## src/rtl/ogi_pkg.sv

```systemverilog
package ogi_pkg;

  localparam int unsigned MAX_WIDTH  = 256;
  localparam int unsigned MAX_HEIGHT = 256;
  localparam int unsigned MAX_RADIUS = 15;

  localparam int unsigned CoordW  = $clog2(MAX_WIDTH);
  localparam int unsigned RowW    = $clog2(MAX_HEIGHT);
  localparam int unsigned SizeW   = 9;
  localparam int unsigned RadW    = 4;
  localparam int unsigned DeltaW  = RadW + 1;
  localparam int unsigned CellW   = 8;
  localparam int unsigned AddrW   = CoordW + RowW;
  localparam int unsigned GridDepth = MAX_WIDTH * MAX_HEIGHT;
  localparam int unsigned CfgW    = 9;
  localparam int unsigned CfgIdxW = 3;

  localparam logic signed [CellW-1:0] CELL_OCCUPIED = 8'sd100;
  localparam logic signed [CellW-1:0] CELL_UNKNOWN  = -8'sd1;
  localparam logic signed [CellW-1:0] CELL_FREE     = 8'sd0;

  typedef enum logic [CfgIdxW-1:0] {
    REG_MAP_WIDTH      = 3'd0,
    REG_MAP_HEIGHT     = 3'd1,
    REG_RADIUS_CELLS   = 3'd2,
    REG_OCCUPIED_LEVEL = 3'd3,
    REG_KEEP_UNKNOWN   = 3'd4,
    REG_ROUND_WINDOW   = 3'd5
  } cfg_idx_e;

  typedef enum logic {
    MODE_WRITE = 1'b0,
    MODE_QUERY = 1'b1
  } mode_e;

  typedef enum logic [2:0] {
    SC_IDLE,
    SC_CENTER,
    SC_SCAN,
    SC_DRAIN,
    SC_FINISH
  } scan_state_e;

  typedef struct packed {
    logic [SizeW-1:0]        width;
    logic [SizeW-1:0]        height;
    logic [RadW-1:0]         radius;
    logic signed [CellW-1:0] level;
    logic                    keep;
    logic                    round;
  } ogi_cfg_t;

  typedef struct packed {
    logic              start;
    logic [CoordW-1:0] x;
    logic [RowW-1:0]   y;
  } ogi_req_t;

  typedef struct packed {
    logic                    valid;
    logic signed [CellW-1:0] value;
  } ogi_res_t;

endpackage

```

## src/rtl/ogi_scan.sv

```systemverilog
module ogi_scan
  import ogi_pkg::*;
(
  input  logic             clk_i,
  input  logic             rst_ni,
  input  ogi_cfg_t         cfg_i,
  input  ogi_req_t         req_i,
  input  logic             out_free_i,
  output logic             busy_o,
  output logic             rd_en_o,
  output logic [AddrW-1:0] rd_addr_o,
  input  logic [CellW-1:0] rd_data_i,
  output ogi_res_t         res_o
);

  scan_state_e              state_q, state_d;
  logic [CoordW-1:0]        x_q, x_d;
  logic [RowW-1:0]          y_q, y_d;
  logic signed [DeltaW-1:0] dx_q, dx_d;
  logic signed [DeltaW-1:0] dy_q, dy_d;
  logic                     pend_q, pend_d;
  logic                     hit_q, hit_d;
  logic                     unk_q, unk_d;

  logic signed [DeltaW-1:0] r_s;
  logic signed [CoordW+1:0] nx;
  logic signed [RowW+1:0]   ny;
  logic [RadW-1:0]          adx, ady;
  logic [2*RadW-1:0]        sqx, sqy, rr;
  logic [2*RadW:0]          win_sq;
  logic                     in_win, in_map, hit_now, last;
  logic [RadW-1:0]          r_eff;

  assign r_eff = (32'(cfg_i.radius) > MAX_RADIUS) ? RadW'(MAX_RADIUS) : cfg_i.radius;
  assign r_s   = signed'({1'b0, r_eff});

  assign nx  = signed'({2'b00, x_q}) + (CoordW+2)'(dx_q);
  assign ny  = signed'({2'b00, y_q}) + (RowW+2)'(dy_q);
  assign adx = dx_q[DeltaW-1] ? RadW'(-dx_q) : dx_q[RadW-1:0];
  assign ady = dy_q[DeltaW-1] ? RadW'(-dy_q) : dy_q[RadW-1:0];
  assign sqx = (2*RadW)'(adx) * (2*RadW)'(adx);
  assign sqy = (2*RadW)'(ady) * (2*RadW)'(ady);
  assign rr  = (2*RadW)'(r_eff) * (2*RadW)'(r_eff);
  assign win_sq = {1'b0, sqx} + {1'b0, sqy};

  assign in_win = !cfg_i.round || (win_sq <= {1'b0, rr});
  assign in_map = !nx[CoordW+1] && ({1'b0, nx[CoordW:0]} < (CoordW+2)'(cfg_i.width))
               && !ny[RowW+1] && ({1'b0, ny[RowW:0]} < (RowW+2)'(cfg_i.height));

  // shared compare: the one cell that came back from memory against the threshold
  assign hit_now = pend_q && (signed'(rd_data_i) >= cfg_i.level);
  assign last    = (dx_q == r_s) && (dy_q == r_s);

  always_ff @(posedge clk_i or negedge rst_ni) begin
    if (!rst_ni) begin
      state_q <= SC_IDLE;
      pend_q  <= 1'b0;
      hit_q   <= 1'b0;
      unk_q   <= 1'b0;
    end else begin
      state_q <= state_d;
      pend_q  <= pend_d;
      hit_q   <= hit_d;
      unk_q   <= unk_d;
    end
  end

  always_ff @(posedge clk_i) begin
    x_q  <= x_d;
    y_q  <= y_d;
    dx_q <= dx_d;
    dy_q <= dy_d;
  end

  always_comb begin
    state_d   = state_q;
    x_d       = x_q;
    y_d       = y_q;
    dx_d      = dx_q;
    dy_d      = dy_q;
    pend_d    = 1'b0;
    hit_d     = hit_q;
    unk_d     = unk_q;
    rd_en_o   = 1'b0;
    rd_addr_o = {ny[RowW-1:0], nx[CoordW-1:0]};
    res_o.valid = 1'b0;
    res_o.value = unk_q ? CELL_UNKNOWN : (hit_q ? CELL_OCCUPIED : CELL_FREE);
    case (state_q)
      SC_IDLE: begin
        rd_addr_o = {req_i.y, req_i.x};
        if (req_i.start) begin
          rd_en_o = 1'b1;
          x_d     = req_i.x;
          y_d     = req_i.y;
          hit_d   = 1'b0;
          unk_d   = 1'b0;
          state_d = SC_CENTER;
        end
      end
      SC_CENTER: begin
        dx_d = -r_s;
        dy_d = -r_s;
        if (cfg_i.keep && (signed'(rd_data_i) == CELL_UNKNOWN)) begin
          unk_d   = 1'b1;
          state_d = SC_FINISH;
        end else begin
          state_d = SC_SCAN;
        end
      end
      SC_SCAN: begin
        if (hit_now) begin
          hit_d   = 1'b1;
          state_d = SC_FINISH;
        end else begin
          if (in_win && in_map) begin
            rd_en_o = 1'b1;
            pend_d  = 1'b1;
          end
          if (dx_q == r_s) begin
            dx_d = -r_s;
            dy_d = dy_q + DeltaW'(1);
          end else begin
            dx_d = dx_q + DeltaW'(1);
          end
          if (last) begin
            state_d = SC_DRAIN;
          end
        end
      end
      SC_DRAIN: begin
        hit_d   = hit_now;
        state_d = SC_FINISH;
      end
      SC_FINISH: begin
        res_o.valid = 1'b1;
        if (out_free_i) begin
          state_d = SC_IDLE;
        end
      end
      default: begin
        state_d = SC_IDLE;
      end
    endcase
  end

  assign busy_o = (state_q != SC_IDLE);

  a_idle_no_read: assert property (@(posedge clk_i) disable iff (!rst_ni)
    (state_q == SC_IDLE && !req_i.start) |-> !rd_en_o)
    else $error("memory read without a request");

  a_finish_excl: assert property (@(posedge clk_i) disable iff (!rst_ni)
    res_o.valid |-> !(unk_q && hit_q) && !rd_en_o)
    else $error("result both unknown and occupied");

  a_center_next: assert property (@(posedge clk_i) disable iff (!rst_ni)
    (state_q == SC_IDLE && req_i.start) |=> (state_q == SC_CENTER))
    else $error("query did not start with the center read");

  a_scan_in_map: assert property (@(posedge clk_i) disable iff (!rst_ni)
    (rd_en_o && state_q == SC_SCAN) |->
      ({1'b0, rd_addr_o[CoordW-1:0]} < cfg_i.width))
    else $error("window read outside the map");

endmodule
```

## config.mk

```make
export PLATFORM = sky130hd
export DESIGN_NAME = ogi_scan
export DESIGN_NICKNAME = d
export VERILOG_FILES = /design/src/rtl/ogi_pkg.sv /design/src/rtl/ogi_scan.sv
export SDC_FILE = /design/constraint.sdc
export NUM_CORES = 1
export LEC_CHECK = 0
export BUFFER_PORTS_ARGS = -buffer_cell sky130_fd_sc_hd__buf_2
export CORE_MARGIN = 1
export CORE_UTILIZATION = 40
export CTS_CLUSTER_DIAMETER = 120
export DETAILED_ROUTE_END_ITERATION = 8
export SYNTH_ARGS = -nofsm -noshare
export SYNTH_HDL_FRONTEND = slang
export SYNTH_SLANG_ARGS = --single-unit
```

## constraint.sdc

```tcl
create_clock -name clk_i -period 14.8 [get_ports clk_i]
set_clock_uncertainty 0.15 [all_clocks]
set_input_delay 1.48 -clock clk_i [delete_from_list [all_inputs] [get_ports clk_i]]
set_output_delay 1.48 -clock clk_i [all_outputs]
set_load 0.005 [all_outputs]
```

# Word level (Yosys, flattened, before mapping)
# Cells that the tools add are included.
# totals
reg_bits	32
input_bits	60
elab_cells	87
# classes
n_addsub	8
mul	3
order_cmp	4
n_eq_ne	14
n_mux	28
reduce_logical	22
# ops
operator	count
4-bit by 4-bit multiplier with 8-bit output	3
9-bit by 5-bit adder with 10-bit output	2
5-bit two-way mux	4
5-bit one-hot mux with 2 select lines	2
9-bit < comparator	2
16-bit two-way mux	1
3-bit two-way mux	5
3-bit one-hot mux with 5 select lines	1
2-bit inequality test, second input constant	6
3-bit AND reduction	4
5-bit by 2-bit adder with 5-bit output, second input constant	2
5-bit equality test	2
8-bit by 8-bit adder with 9-bit output	1
9-bit by 8-bit less-or-equal comparator with 1-bit output	1
8-bit by 1-bit equality test with 1-bit output, second input constant	1
8-bit greater-or-equal comparator	1
1-bit two-way mux	8
4-bit two-way mux	2
8-bit two-way mux	1
4-bit negator	2
1-bit logical AND	7
7-bit two-way mux	1
3-bit by 2-bit equality test with 1-bit output, second input constant	2
3-bit nonzero test	2
11 further kinds	16

# Logic depth before layout (Yosys ltp)
# Gate-level depths: netlist of the first run.
# depth
word_depth	10
depth_mapped	25

# Least setup slack after synthesis of the first run
# Ideal clock, no wire load.
# synth_path
kind	register to output
startpoint	register dx_q[0]
endpoint	output port rd_en_o
arrival_ps	5531
t_required_ps	13170
path_slack_ps	7639
path_stages_with_launch	24
path_cell_list	edfxtp_1 clkbuf_1 inv_1 ha_1 nand2b_1 xnor2_1 nand2_1 fa_1 fa_1 fa_1 inv_1 fa_1 ha_1 fa_1 a21o_1 a21oi_1 xnor2_1 ha_1 nand4b_1 o221ai_1 o32ai_1 nor4b_1 and4_1 or2_1
# synth_via
elab_chain_cells	10
elab_cells_between_ends	16
# synth_lines
item	line_no	rtl
start, declared	ogi_scan.sv:19	logic signed [DeltaW-1:0] dx_q, dx_d;
start signal, assigned	ogi_scan.sv:71	dx_q <= dx_d;
4-bit negator	ogi_scan.sv:39	assign adx = dx_q[DeltaW-1] ? RadW'(-dx_q) : dx_q[RadW-1:0];
4-bit two-way mux	ogi_scan.sv:39	
4-bit by 4-bit multiplier with 8-bit output	ogi_scan.sv:41	assign sqx = (2*RadW)'(adx) * (2*RadW)'(adx);
8-bit by 8-bit adder with 9-bit output	ogi_scan.sv:44	assign win_sq = {1'b0, sqx} + {1'b0, sqy};
9-bit by 8-bit less-or-equal comparator with 1-bit output	ogi_scan.sv:46	assign in_win = !cfg_i.round || (win_sq <= {1'b0, rr});
1-bit logical OR	ogi_scan.sv:46	
1-bit logical AND *	ogi_scan.sv:115	if (in_win && in_map) begin
1-bit two-way mux *	ogi_scan.sv:115	
1-bit two-way mux *	ogi_scan.sv:111	if (hit_now) begin
1-bit one-hot mux with 2 select lines *	ogi_scan.sv:88	case (state_q)
end, declared	ogi_scan.sv:10	output logic rd_en_o,
# Mark *: on every way between the ends. The rest lies on a longest branch, timed or not.

# Worst setup path after layout of the first run
# layout_path
startpoint	register dx_q[4]
endpoint	output port rd_en_o
# layout_via
elab_chain_cells	9
elab_cells_between_ends	15
# layout_lines
item	line_no
4-bit two-way mux / 9-bit by 5-bit adder with 10-bit output (equally long branches)	ogi_scan.sv:39, ogi_scan.sv:37
4-bit by 4-bit multiplier with 8-bit output (tied with other cells)	ogi_scan.sv:41
8-bit by 8-bit adder with 9-bit output / 1-bit logical AND (equally long branches)	ogi_scan.sv:44, ogi_scan.sv:47
9-bit by 8-bit less-or-equal comparator with 1-bit output / 1-bit logical AND (equally long branches)	ogi_scan.sv:46, ogi_scan.sv:48
1-bit logical OR / 1-bit logical AND (equally long branches)	ogi_scan.sv:46, ogi_scan.sv:48
1-bit logical AND *	ogi_scan.sv:115
1-bit two-way mux *	ogi_scan.sv:115
1-bit two-way mux *	ogi_scan.sv:111
1-bit one-hot mux with 2 select lines *	ogi_scan.sv:88
# Marked as above.

==> flow_results.xml, run 1 <==
<?xml version="1.0" encoding="UTF-8"?>
<metrics>
  <group name="placed_design">
    <metric name="dp_hpwl" unit="µm">8690</metric>
    <metric name="globalplace.congestion" unit="">0.911</metric>
    <metric name="io_port_bufs" unit="">86</metric>
  </group>
  <group name="worst_setup_path">
    <metric name="cp_data_required_time" unit="ps">13170</metric>
    <metric name="worstSetupStartpointType" unit="">flip-flop</metric>
    <metric name="cp_common_cell" unit="">fa_1</metric>
    <metric name="worst-path-max-fanout" unit="">16</metric>
    <metric name="category_of_the_most_critical_setup_path" unit="">flip-flop to output port</metric>
    <metric name="path_depth" unit="">21</metric>
    <metric name="setup.worst_path.end_class" unit="">output port</metric>
    <metric name="critical_path.top_delay_family" unit="">adder cells</metric>
    <metric name="timing.critical_path.cells" unit="">o31ai_1 -&gt; xnor2_1 -&gt; nand2_1 -&gt; fa_1 -&gt; fa_1 -&gt; fa_1 -&gt; inv_1 -&gt; fa_1 -&gt; ha_1 -&gt; fa_1 -&gt; a21o_1 -&gt; a21oi_1 -&gt; xnor2_1 -&gt; ha_1 -&gt; nand4b_1 -&gt; o221ai_1 -&gt; o32ai_1 -&gt; nor4b_1 -&gt; and4_1 -&gt; or2_1 -&gt; buf_2</metric>
    <metric name="register_to_register_setup_slack" unit="ps">8690</metric>
    <metric name="worstPathBufferInverterCount" unit="">2</metric>
    <metric name="critPathSlowestCell" unit="">edfxtp_1</metric>
    <metric name="worst_ep_arrival_time" unit="ps">6400</metric>
    <metric name="r2r.worst_path.cells" unit="">19</metric>
    <metric name="cp_slowest_stage_delay" unit="ps">690</metric>
  </group>
  <group name="timing">
    <metric name="rsz0062_at_grt" unit="">false</metric>
    <metric name="final-max-slew-violation-count" unit="">0</metric>
    <metric name="finalHoldViolCount" unit="">0</metric>
    <metric name="hold-worst-slack" unit="ps">338</metric>
    <metric name="worstMarginPinSlew" unit="ps">825</metric>
    <metric name="clock.fmax" unit="MHz">125</metric>
    <metric name="timing.max_slew.rel_slack" unit="%">45.0</metric>
    <metric name="finalWorstPathRequiredPeriod" unit="ps">8030</metric>
    <metric name="setup-violations-final" unit="">0</metric>
    <metric name="totalNegativeSetupSlack" unit="ps">0</metric>
    <metric name="period_share" unit="%">54.2</metric>
  </group>
  <group name="synth">
    <metric name="synth-async-reset-ratio" unit="%">18.8</metric>
    <metric name="synth_seq_cells" unit="">32</metric>
    <metric name="post-synth-top-count-cell" unit="">ha_1</metric>
    <metric name="yosysWarnings" unit="">0</metric>
    <metric name="syn_area" unit="µm²">4410</metric>
    <metric name="synth_sequential_area_ratio" unit="%">21.1</metric>
    <metric name="synth_nets" unit="">677</metric>
    <metric name="yosysTopAreaCellShare" unit="%">21.8</metric>
    <metric name="syn_inst" unit="">526</metric>
    <metric name="yosysTopAreaCell" unit="">ha_1</metric>
    <metric name="synth-edff-count" unit="">26</metric>
    <metric name="ys_types" unit="">58</metric>
    <metric name="syn-mean-instance-area" unit="µm²">8.39</metric>
    <metric name="synth.top_cells.by_area" unit="">ha_1, edfxtp_1, fa_1</metric>
    <metric name="top_cell_types_by_occurrence_after_synthesis" unit="">ha_1, nand2_1, inv_1</metric>
    <metric name="most_instantiated_flip_flop_cell_in_the_synthesis_netlist" unit="">edfxtp_1</metric>
  </group>
  <group name="clock_tree">
    <metric name="ctsHoldBuffers" unit="">0</metric>
    <metric name="cts_repair_resize_count" unit="">0</metric>
    <metric name="cts-htree-levels" unit="">2</metric>
    <metric name="worst_skew_pair.late_latency" unit="ps">280</metric>
    <metric name="numCtsBuffers" unit="">5</metric>
    <metric name="clockRootBuffer" unit="">clkbuf_8</metric>
    <metric name="clkTransAtPathRegs" unit="ps">70</metric>
    <metric name="cts.path.max_buffers" unit="">2</metric>
    <metric name="cts_tree" unit="">built</metric>
    <metric name="post-cts-setup-buffer-count" unit="">0</metric>
    <metric name="clock-sinks" unit="">32</metric>
  </group>
  <group name="floorplanning">
    <metric name="io_pins" unit="">87</metric>
    <metric name="start_util" unit="%">42.0</metric>
    <metric name="die_w" unit="µm">107</metric>
    <metric name="floorplan.core_area" unit="µm²">10500</metric>
    <metric name="rows" unit="">37</metric>
    <metric name="die_y" unit="µm">107</metric>
    <metric name="die_footprint" unit="µm²">11500</metric>
  </group>
  <group name="routing">
    <metric name="post_drt_via_cell_ratio" unit="">5.16</metric>
    <metric name="firstDrtPassIters" unit="">4</metric>
    <metric name="vias" unit="">3781</metric>
    <metric name="antenna_violating_nets_post_route" unit="">0</metric>
    <metric name="drc" unit="">0</metric>
    <metric name="initial_drc_count" unit="">161</metric>
    <metric name="wl_per_cell" unit="µm">14.3</metric>
    <metric name="postRouteWirelength" unit="µm">10500</metric>
  </group>
  <group name="global_routing">
    <metric name="grt_first_pass_wirelength" unit="µm">17800</metric>
    <metric name="globalRouteTotalUtil" unit="%">19.3</metric>
    <metric name="grt_start_max_net_pins" unit="">18</metric>
    <metric name="first_global_vias" unit="">3770</metric>
    <metric name="grt.overflow.total" unit="">0</metric>
    <metric name="grt_antenna_before_repair" unit="">0</metric>
  </group>
  <group name="cells_and_area">
    <metric name="multiInputGateArea" unit="µm²">3130</metric>
    <metric name="final_layout_size_suffix_gt1_share" unit="%">17.8</metric>
    <metric name="post_route_utilization" unit="%">47.7</metric>
    <metric name="num-fill-cells" unit="">1027</metric>
    <metric name="seqCellArea" unit="µm²">931</metric>
    <metric name="area_added_between_synthesis_and_finish" unit="%">13.6</metric>
    <metric name="insertedDiodeCount" unit="">0</metric>
    <metric name="design.final.nets" unit="">747</metric>
  </group>
  <group name="job">
    <metric name="max_cap_violations" unit="">0</metric>
  </group>
  <group name="outcome">
    <metric name="outcome" unit="">finished, final reports clean</metric>
  </group>
  <group name="min_path">
    <metric name="holdCritPathClass" unit="">flip-flop to flip-flop</metric>
    <metric name="hold_path_depth" unit="">1</metric>
  </group>
</metrics>
## layout make-up
class,instances,area share (%)
well taps,136,3.39
inverters,63,4.72
flip-flops and latches,32,18.6
clock inverters,2,0.250
clock buffers,6,1.87
repair buffers,87,8.74
multi-input cells,407,62.5
## cells by family after synthesis
group,Yosys count,synth area share (%)
AOI/OAI and AO/OA,102,15.1
xor gates and xnor gates,36,7.14
adders and majority gates,91,28.2
buffers and inverters,87,8.08
DFF,32,21.1
muxes,7,1.70
and+or+nand+nor,171,18.7
## per-layer routing
layer / up-vias / wire [µm] / global-route usage (%)
met2: 100 / 4760 / 32.4
met1: 1712 / 5070 / 26.3
met4: 0 / 128 / 3.82
met5: - / 0 / 0
li1: 1959 / - / -
met3: 10 / 514 / 2.92
## flip-flops by register name (all words and copies together), names as in the netlist
signal and count:
x_q 8, y_q 8, dx_q 5, dy_q 5, state_q 3, hit_q 1, pend_q 1, unk_q 1
## placed cells by master (no fill, tap or decap), types with 3 or more instances in the layout
cell type / instances
o41ai_1: 3
clkbuf_8: 5
a211o_1: 3
o211ai_1: 4
nor2_1: 39
nand4_1: 4
and4_1: 4
dfrtp_1: 6
buf_2: 86
nor3_1: 7
xnor2_1: 20
inv_1: 61
o21ai_0: 20
ha_1: 77
and3_1: 3
edfxtp_1: 26
a21oi_1: 28
nand2b_1: 9
a21o_1: 12
mux2_2: 3
fa_1: 14
nand2_1: 63
o21bai_1: 3
nand3_1: 13
and2_1: 8
mux2i_1: 3
nor2b_1: 7
a211oi_1: 9
xor2_1: 16
## worst paths after layout
path,start,end
setup reg to reg,dx_q[4],pend_q
max in group asynchronous,rst_ni,hit_q
min in group asynchronous,rst_ni,state_q[2]
setup / recovery,dx_q[4],rd_en_o
hold reg to reg,hit_q,hit_q
hold / removal,hit_q,hit_q
## metrics by stage
step | instance area, µm² | setup slack [ps] | instances
after floorplan | 4410 | 7640 | 526
after global placement | 4910 | 7250 | 725
after detailed placement | 4910 | 7100 | 725
after CTS | 5010 | 6750 | 733
after global routing | 5010 | 6240 | 733
final | 5010 | 6770 | 733
Power of run 1 is not shown: default switching activity piles up to over one toggle a cycle in this logic, so the estimate is an artifact.
==> run 2: changes to the inputs <==
Clock period 14.8 ns to 7.1 ns, I/O delays scaled along.
==> run 2 against run 1 <==
Against the previous run:
- wire length increased by 2.8%
- final cell count is 1.9% higher
- die area unchanged
- register-to-register slack got worse by 7200 ps
- core utilization up 1.7 points
- flip-flop and latch count stayed put
- via count up 1.2%
- sequential share of layout area shrank 0.65 points
- first-iteration DRC count decreased by 11%
- setup slack lost 6500 ps
- hold slack got worse by 260 ps
==> flow_results.xml, run 2 (synthesis results as in run 1) <==
<?xml version="1.0" encoding="UTF-8"?>
<metrics>
  <group name="floorplanning">
    <metric name="die_y" unit="µm">107</metric>
    <metric name="floorplan.core_area" unit="µm²">10500</metric>
    <metric name="io_pins" unit="">87</metric>
    <metric name="rows" unit="">37</metric>
    <metric name="die_footprint" unit="µm²">11500</metric>
    <metric name="start_util" unit="%">42.0</metric>
    <metric name="die_w" unit="µm">107</metric>
  </group>
  <group name="outcome">
    <metric name="outcome" unit="">finished, final reports clean</metric>
  </group>
  <group name="global_routing">
    <metric name="globalRouteTotalUtil" unit="%">19.7</metric>
    <metric name="grt_antenna_before_repair" unit="">0</metric>
    <metric name="grt_start_max_net_pins" unit="">18</metric>
    <metric name="grt_first_pass_wirelength" unit="µm">17800</metric>
    <metric name="first_global_vias" unit="">3718</metric>
    <metric name="grt.overflow.total" unit="">0</metric>
  </group>
  <group name="timing">
    <metric name="timing.max_slew.rel_slack" unit="%">44.7</metric>
    <metric name="hold-worst-slack" unit="ps">77.5</metric>
    <metric name="setup-violations-final" unit="">0</metric>
    <metric name="finalHoldViolCount" unit="">0</metric>
    <metric name="clock.fmax" unit="MHz">147</metric>
    <metric name="totalNegativeSetupSlack" unit="ps">0</metric>
    <metric name="finalWorstPathRequiredPeriod" unit="ps">6780</metric>
    <metric name="period_share" unit="%">95.5</metric>
    <metric name="final-max-slew-violation-count" unit="">0</metric>
    <metric name="worstMarginPinSlew" unit="ps">830</metric>
    <metric name="rsz0062_at_grt" unit="">false</metric>
  </group>
  <group name="worst_setup_path">
    <metric name="category_of_the_most_critical_setup_path" unit="">flip-flop to output port</metric>
    <metric name="worstSetupStartpointType" unit="">flip-flop</metric>
    <metric name="setup.worst_path.end_class" unit="">output port</metric>
    <metric name="worst_ep_arrival_time" unit="ps">5920</metric>
    <metric name="worst-path-max-fanout" unit="">4</metric>
    <metric name="regToRegStartpoint" unit="">dx_q[0]</metric>
    <metric name="register_to_register_setup_slack" unit="ps">1480</metric>
    <metric name="cp_data_required_time" unit="ps">6240</metric>
    <metric name="setup.worst_path.start" unit="">dx_q[0]</metric>
    <metric name="r2r_end" unit="">pend_q</metric>
    <metric name="r2r.worst_path.cells" unit="">20</metric>
  </group>
  <group name="cells_and_area">
    <metric name="final_layout_size_suffix_gt1_share" unit="%">21.4</metric>
    <metric name="area_added_between_synthesis_and_finish" unit="%">17.7</metric>
    <metric name="post_route_utilization" unit="%">49.4</metric>
    <metric name="layoutNonFillerInstCount" unit="">747</metric>
    <metric name="design.final.nets" unit="">761</metric>
    <metric name="mostFrequentLayoutCells" unit="">buf_2, ha_1, inv_1, nand2_1, nor2_1</metric>
    <metric name="layout_top_registers" unit="">x_q: 8 flops, y_q: 8 flops</metric>
    <metric name="layout.cells.most_common" unit="">buf_2</metric>
    <metric name="insertedDiodeCount" unit="">0</metric>
  </group>
  <group name="routing">
    <metric name="wl_per_cell" unit="µm">14.4</metric>
    <metric name="antenna_violating_nets_post_route" unit="">0</metric>
    <metric name="postRouteWirelength" unit="µm">10800</metric>
    <metric name="vias" unit="">3828</metric>
    <metric name="initial_drc_count" unit="">144</metric>
    <metric name="post_drt_via_cell_ratio" unit="">5.12</metric>
    <metric name="drc" unit="">0</metric>
    <metric name="firstDrtPassIters" unit="">4</metric>
  </group>
  <group name="placed_design">
    <metric name="io_port_bufs" unit="">86</metric>
    <metric name="dp_hpwl" unit="µm">8780</metric>
    <metric name="globalplace.congestion" unit="">0.836</metric>
    <metric name="placedCellCount" unit="">732</metric>
  </group>
  <group name="clock_tree">
    <metric name="cts_tree" unit="">built</metric>
    <metric name="clock-sinks" unit="">32</metric>
    <metric name="cts.path.max_buffers" unit="">2</metric>
    <metric name="clockRootBuffer" unit="">clkbuf_8</metric>
    <metric name="numCtsBuffers" unit="">5</metric>
    <metric name="cts-htree-levels" unit="">2</metric>
    <metric name="worst_skew_pair.late_latency" unit="ps">290</metric>
    <metric name="clkTransAtPathRegs" unit="ps">80</metric>
  </group>
  <group name="job">
    <metric name="max_cap_violations" unit="">0</metric>
  </group>
  <group name="min_path">
    <metric name="holdCritPathClass" unit="">input pin to asynchronous set/reset pin</metric>
  </group>
</metrics>
## run 2: changes by cell type in the layout (fill, tap and decap cells not counted), sizes merged
cell	previous run	this run
buf	87	101
## run 2: cell type report
cell class                 count  area (µm²)
multi-input combinational    407        3210
inverter                      63         236
clock inverter                 2        12.5
sequential                    32         931
clock buffer                   6        93.8
tap                          136         170
timing repair buffer         101         543
fill                        1052        5310
## run 2: worst max-delay path by stage
stage	end	depth (start not counted)
after floorplan	rd_en_o	23
after global placement	rd_en_o	23
after detailed placement	rd_en_o	23
after CTS	rd_en_o	23
after global routing	rd_en_o	23
final	rd_en_o	22
## run 2: critical path, cell delays in order (launching register included)
cell	delay [ps]
edfxtp_1	440
buf_4	170
o31ai_4	260
xnor2_2	180
nand2_2	120
fa_1	460
fa_1	510
fa_1	550
inv_1	50
fa_1	500
ha_4	190
fa_2	340
a21o_1	170
a21oi_2	150
xnor2_1	80
ha_1	300
nand4b_1	100
o221ai_1	180
o32ai_1	100
nor4b_1	230
and4_1	290
or2_1	130
buf_2	110
## run 2: timing repair
action	in CTS	in global routing
hold buffers	0	0
gates resized for setup	1	14
setup buffers	1	6
pin swaps	0	8
endpoints found under the setup margin	1	1
## run 2: metal layers
metal,vias to the layer above,part of all wire [%],track usage (%)
met5,-,0,0
met4,0,0.91,3.82
met3,10,3.4,2.31
met2,83,48,33.7
met1,1755,48,26.7
li1,1980,-,-
## run 2: stage by stage
step / instance area (µm²) / setup WS (ps)
after global routing: 5190 / 4.08
after detailed placement: 4960 / 239
after global placement: 4960 / 313
final: 5190 / 317
after CTS: 5080 / 43.7
after floorplan: 4410 / 709
Power of run 2 is left out for the same reason.
